--- src/sv/oick_pkg.sv ---
// oick_pkg: shared constants, types and the cosine table for the omni chassis kinematics
// no dependencies; used by every other file of the block
`default_nettype none

package oick_pkg;

    // cosine table geometry
    localparam int COS_TABLE_BITS = 8;
    localparam int TAB_N          = 1 << COS_TABLE_BITS;
    localparam int IDX_W          = COS_TABLE_BITS + 1;
    localparam int COS_W          = 15;
    localparam int PHASE_W        = 16;
    localparam int REM_W          = 14;

    // fixed angle offsets as binary angles
    localparam logic [PHASE_W-1:0] PHASE_225 = 16'd40960;
    localparam logic [PHASE_W-1:0] PHASE_135 = 16'd24576;

    // table build constants
    localparam logic [63:0] HALF_PI_Q30 = 64'd1686629713;
    localparam int TAYLOR_TERMS = 10;
    localparam logic [63:0] TAYLOR_DIV [0:TAYLOR_TERMS-1] = '{
        64'd2, 64'd12, 64'd30, 64'd56, 64'd90,
        64'd132, 64'd182, 64'd240, 64'd306, 64'd380
    };

    // datapath widths
    localparam int VEL_W       = 16;
    localparam int SPD_W       = 24;
    localparam int SCALE_W     = 16;
    localparam int PART_W      = 32;
    localparam int SUM_W       = 33;
    localparam int PROD_W      = SUM_W + SCALE_W + 1;
    localparam int W_SHIFT     = 15;
    localparam int FRAC_DROP   = 23;
    localparam int PIPE_DEPTH  = 5;

    // configuration port
    localparam int CFG_IDX_W  = 1;
    localparam int CFG_DATA_W = 16;
    localparam logic [CFG_IDX_W-1:0] CFG_WHEEL_SCALE = 1'd0;
    localparam logic [CFG_IDX_W-1:0] CFG_SPIN_SPEED  = 1'd1;
    localparam logic [SCALE_W-1:0]   WHEEL_SCALE_RST = 16'd256;

    // chassis modes
    typedef enum logic [1:0] {
        MODE_SAFE   = 2'd0,
        MODE_MANUAL = 2'd1,
        MODE_AUTO   = 2'd2
    } t_mode;

    // stage advance strobes
    typedef struct packed {
        logic s1;
        logic s2;
        logic s3;
        logic s4;
        logic s5;
    } t_adv;

    // side data carried alongside the arithmetic
    typedef struct packed {
        logic                    safe;
        logic signed [SPD_W-1:0] now_fl;
        logic signed [SPD_W-1:0] now_fr;
        logic signed [SPD_W-1:0] now_bl;
        logic signed [SPD_W-1:0] now_br;
    } t_side;

    typedef logic [COS_W-1:0] t_cos_tab [0:TAB_N];

    // quarter-wave cosine in q1.15 by a q30 taylor series, evaluated at elaboration
    function automatic t_cos_tab build_cos_tab();
        t_cos_tab           tab;
        logic [63:0]        x;
        logic [63:0]        x2;
        logic [63:0]        term;
        logic [63:0]        r;
        logic signed [63:0] sum;
        for (int k = 0; k <= TAB_N; k++) begin
            x    = (HALF_PI_Q30 * 64'(k)) / TAB_N;
            x2   = (x * x) >> 30;
            term = 64'd1 << 30;
            sum  = $signed(term);
            for (int n = 0; n < TAYLOR_TERMS; n++) begin
                term = ((term * x2) >> 30) / TAYLOR_DIV[n];
                if (n % 2 == 1) begin
                    sum = sum + $signed(term);
                end else begin
                    sum = sum - $signed(term);
                end
            end
            if (sum <= 0) begin
                tab[k] = '0;
            end else begin
                r = ($unsigned(sum) + (64'd1 << 14)) >> 15;
                tab[k] = (r > 64'd32767) ? 15'h7fff : r[COS_W-1:0];
            end
        end
        return tab;
    endfunction

    localparam t_cos_tab COS_TAB = build_cos_tab();

endpackage

`default_nettype wire

--- src/sv/oick_mix.sv ---
// oick_mix: stages two and three, the rotated velocity products and the wheel sums
// depends on oick_pkg
`default_nettype none

module oick_mix (
    input  wire logic                              i_clk,
    input  wire oick_pkg::t_adv                    i_adv,
    input  wire logic signed [oick_pkg::VEL_W-1:0] i_c1,
    input  wire logic signed [oick_pkg::VEL_W-1:0] i_c2,
    input  wire logic signed [oick_pkg::VEL_W-1:0] i_vx,
    input  wire logic signed [oick_pkg::VEL_W-1:0] i_vy,
    input  wire logic signed [oick_pkg::VEL_W-1:0] i_w,
    output logic signed [oick_pkg::SUM_W-1:0]      o_sum_fl,
    output logic signed [oick_pkg::SUM_W-1:0]      o_sum_fr,
    output logic signed [oick_pkg::SUM_W-1:0]      o_sum_bl,
    output logic signed [oick_pkg::SUM_W-1:0]      o_sum_br
);

    logic signed [oick_pkg::PART_W-1:0] r_vy_c1;
    logic signed [oick_pkg::PART_W-1:0] r_vx_c2;
    logic signed [oick_pkg::PART_W-1:0] r_vy_c2;
    logic signed [oick_pkg::PART_W-1:0] r_vx_c1;
    logic signed [oick_pkg::VEL_W-1:0]  r_w2;

    logic signed [oick_pkg::PART_W-1:0] n_a;
    logic signed [oick_pkg::PART_W-1:0] n_b;
    logic signed [oick_pkg::SUM_W-1:0]  n_ww;

    // stage two: four 16x16 products
    always_ff @(posedge i_clk) begin
        if (i_adv.s2) begin
            r_vy_c1 <= oick_pkg::PART_W'(i_vy) * oick_pkg::PART_W'(i_c1);
            r_vx_c2 <= oick_pkg::PART_W'(i_vx) * oick_pkg::PART_W'(i_c2);
            r_vy_c2 <= oick_pkg::PART_W'(i_vy) * oick_pkg::PART_W'(i_c2);
            r_vx_c1 <= oick_pkg::PART_W'(i_vx) * oick_pkg::PART_W'(i_c1);
            r_w2    <= i_w;
        end
    end

    // chassis-frame terms and the rotation term in q.15
    always_comb begin
        n_a  = r_vy_c1 + r_vx_c2;
        n_b  = r_vy_c2 - r_vx_c1;
        n_ww = oick_pkg::SUM_W'(r_w2) <<< oick_pkg::W_SHIFT;
    end

    // stage three: per-wheel sums
    always_ff @(posedge i_clk) begin
        if (i_adv.s3) begin
            o_sum_fl <= oick_pkg::SUM_W'(n_b) + n_ww;
            o_sum_fr <= n_ww - oick_pkg::SUM_W'(n_a);
            o_sum_bl <= oick_pkg::SUM_W'(n_a) + n_ww;
            o_sum_br <= n_ww - oick_pkg::SUM_W'(n_b);
        end
    end

endmodule

`default_nettype wire

--- config.mk ---
export PLATFORM = sky130hd
export DESIGN_NAME = oick_mix
export DESIGN_NICKNAME = d
export VERILOG_FILES = /design/src/sv/oick_pkg.sv /design/src/sv/oick_mix.sv
export SDC_FILE = /design/constraint.sdc
export NUM_CORES = 2
export LEC_CHECK = 0
export BUFFER_PORTS_ARGS = -buffer_cell sky130_fd_sc_hd__buf_2
export CAP_MARGIN = 10
export CORE_MARGIN = 2
export CORE_UTILIZATION = 58
export CTS_CLUSTER_DIAMETER = 60
export DETAILED_ROUTE_END_ITERATION = 10
export GPL_TIMING_DRIVEN = 0
export PLACE_DENSITY = 0.84
export RECOVER_POWER = 50
export SLEW_MARGIN = 10
export SYNTH_ARGS = -nofsm -noshare
export SYNTH_HDL_FRONTEND = slang
export SYNTH_SLANG_ARGS = --single-unit
--- constraint.sdc ---
create_clock -name i_clk -period 9.2 [get_ports i_clk]
set_clock_uncertainty 0.05 [all_clocks]
set_input_delay 2.76 -clock i_clk [delete_from_list [all_inputs] [get_ports i_clk]]
set_output_delay 2.76 -clock i_clk [all_outputs]
set_load 0.01 [all_outputs]
==> results.tsv <==
stage	metric	value	unit
outcome	outcome	finished, violations left	
outcome	violations	capacitance limit, slew limit	
detailed_routing	viasPerCell	5.798	
logic_synthesis	syn_inst	5716	
floorplan	io_pins	218	
critical_path	critPathKind	in2reg	
logic_synthesis	ys_seq_elements	274	
critical_path	required	9.37	ns
critical_path	worstPathCellList	buf_2 -> inv_1 -> buf_2 -> nor2_1 -> fa_1 -> fa_1 -> fa_1 -> fa_1 -> fa_1 -> inv_1 -> fa_1 -> inv_1 -> ha_1 -> a21oi_1 -> nor2b_1 -> o21ai_0 -> o41a_1 -> o21ai_2 -> o21a_1 -> xor2_1	
critical_path	max_stage_delay	0.88	ns
global_routing	antenna_found_initial	28	
sta	fin_crit_sh	99.51	%
logic_synthesis	synth_edf_count	274	
detailed_routing	via_count	42160	
cts	clock_sinks	274	
cts	postCtsHoldBufs	0	
sta	fmaxAchievable	109.2	MHz
floorplan	initial_core_util	58.64	%
logic_synthesis	yosysMostFrequentCell	inv_1	
critical_path	critical_path.slowest_cell	xor2_1	
cts	htreeDepth	2	
final_layout	area_delta_synth_final	8.107	%
floorplan	die_w	311.7	um
logic_synthesis	ys_seq_area_share	14.99	%
run	drv_cap	4	
critical_path	worstPathMaxFanout	11	
logic_synthesis	synth_nets	7315	
logic_synthesis	ys_top_cells_by_count	inv_1, fa_1, nand2_1	
critical_path	worstPathArrival	9.33	ns
sta	worst_slew_pin_slew	4.263	ns
global_routing	grt_usage	35.56	%
critical_path	critPathMostFrequentCell	fa_1	
final_layout	layout.nets	7572	
cts	clk_latency	0.59	ns
cts	cts-root-buf	clkbuf_16	
critical_path	crit_path_end_kind	register	
sta	setup_violations	0	
detailed_routing	ant_nets	0	
cts	clk_path_buf_depth	3	
global_routing	grt_max_degree	94	
logic_synthesis	synth.distinct_cells	83	
cts	cts_tree	done	
sta	period_minus_slack	9.155	ns
logic_synthesis	yosysTopAreaCell	fa_1	
cts	numCtsBuffers	37	
place	globalplace.congestion	1.010	
final_layout	final_cell_area	59350	sq um
logic_synthesis	synth_top_area_share	38.36	%
sta	slew-limit-headroom	-184.2	%
detailed_routing	drt_iter0_drc	4495	
logic_synthesis	postSynthAreaPerCell	9.604	sq um
cts	path_clk_slew	0.06	ns
sta	hold_viol	0	
detailed_routing	drc	0	
detailed_routing	first_pass_iters	8	
detailed_routing	routed_wl	167700	um
logic_synthesis	yosysWarnings	0	
floorplan	core_region_area	93610	sq um
logic_synthesis	post_synth_instance_area	54900	sq um
floorplan	core.rowCount	112	
global_routing	grt_pass1_wl	257700	um
place	place_area	57610	sq um
logic_synthesis	yosys-top-cells-area	fa_1, edfxtp_1, ha_1, inv_1, and2_1	
floorplan	dieArea	97130	sq um
worst_hold_path	min_path_type	reg2reg	
critical_path	cp-start-kind	input port	
place	io_buffers	214	
sta	slew_viol_final	280	
final_layout	layout-drive-gt1-share	8.297	%
logic_synthesis	ys.flop_type	edfxtp_1	
place	hpwlAfterDp	134700	um
detailed_routing	post_drt_wl_per_cell	23.07	um
global_routing	grt_overflow	0	
logic_synthesis	async_flop_share	0	%
global_routing	grt_pass1_vias	43760	
floorplan	die_h	311.7	um
-- timing repair --
action                                  CTS  global route
pin swaps                                 1             6
setup buffers                             1             3
endpoints found under the setup margin   38            35
gates resized for setup                 148           222
-- registers in the layout, indices dropped and copies added (netlist names) --
register and cells:
r_vx_c1 32, r_w2 16, o_sum_bl 32, r_vy_c1 32
r_vy_c2 32, r_vx_c2 32, o_sum_fl 33, o_sum_br 32
o_sum_fr 33
-- path summary, 6_finish.rpt --
| kind | startpoint | end | slack (ns) | depth (start not counted) |
|---|---|---|---|---|
| hold reg to reg | r_vx_c2[0]$_DFFE_PP_ | o_sum_fr[0]$_DFFE_PP_ | 0.60 | 1 |
| setup reg to reg | r_vy_c1[0]$_DFFE_PP_ | o_sum_fr[31]$_DFFE_PP_ | 2.16 | 20 |
| hold / removal | r_vx_c2[0]$_DFFE_PP_ | o_sum_fr[0]$_DFFE_PP_ | 0.60 | 1 |
| setup / recovery | i_c1[15] | r_vy_c1[24]$_DFFE_PP_ | 0.04 | 20 |
-- critical path, delay by kind of cell --
kind                     cells  cell delay [ns]
buffers and inverters        5             1.20
adder cells (fa/ha/maj)      7             3.26
AND/OR/NAND/NOR              2             0.15
XOR/XNOR                     1             0.88
AO/OA/AOI/OAI                5             1.03
-- area by class of cell --
type	count	area, sq um
well taps	1254	1569
inverters	1312	4928
plain buffers	231	1177
diodes	15	37.54
clock buffers	44	952.2
clock inverters	24	226.5
flip-flops and latches	274	8228
repair buffers	220	1106
multi-input cells	3897	41120
fillers	7620	34260
-- cell families after synthesis --
group	after synthesis	share of synthesized area (%)
AO/OA/AOI/OAI	627	7.610
XOR/XNOR	276	4.403
adder cells (fa/ha/maj)	1513	48.87
buffers and inverters	1545	10.58
flip-flops	274	14.99
multiplexers	7	0.1299
AND/OR/NAND/NOR	1474	13.42
-- stage by stage --
stage               hold slack, ns  setup WS [ns]  cells  setup TNS [ns]  utilization, %
floorplan                   0.5071         0.1891   5716               0               -
global placement            0.5695         -1.914   7184          -41.84           61.46
detailed placement          0.5733         -1.978   7186          -46.85           61.54
CTS                         0.5927       -0.06861   7255        -0.06861           63.15
global route                0.6085       -0.01779   7258        -0.02633           63.36
finish                      0.5956        0.04485   7271               0           63.40
-- cell usage in the layout, fill, tap and decap left out, drive strengths merged, types with 7 or more instances in the layout --
cell,synthesis,final
inv,1312,1318
fa,1052,1052
nand2,543,543
and2,497,497
ha,461,461
edfxtp,274,274
clkbuf,227,250
buf,6,245
xnor2,207,207
a21oi,190,190
nor2,183,183
o21ai,96,96
a21o,83,83
xor2,69,69
o21bai,49,49
nor3,48,48
nand3,39,39
nand2b,37,37
o21a,36,36
a211oi,28,28
and3,23,23
nor2b,19,19
nand4,16,16
diode,0,15
or3,15,15
clkinv,0,15
a31oi,14,14
o211ai,14,14
or2,13,13
nor4,13,13
a2111oi,12,12
o2111ai,9,9
o41ai,9,9
o31ai,9,9
a21boi,8,8
a311oi,8,8
nand3b,7,7
-- per-layer routing --
| metal | wire length, um | up-vias | track usage, % |
|---|---|---|---|
| met4 | 14650 | 18 | 24.70 |
| met1 | 59430 | 20870 | 44.61 |
| met3 | 21930 | 605 | 11.37 |
| li1 | - | 18090 | - |
| met2 | 71630 | 2577 | 52.45 |
| met5 | 104 | - | 0 |
Power is left out: the tool's default activity adds up to more than one toggle a clock period on the data nets, which glitch-free logic cannot reach.
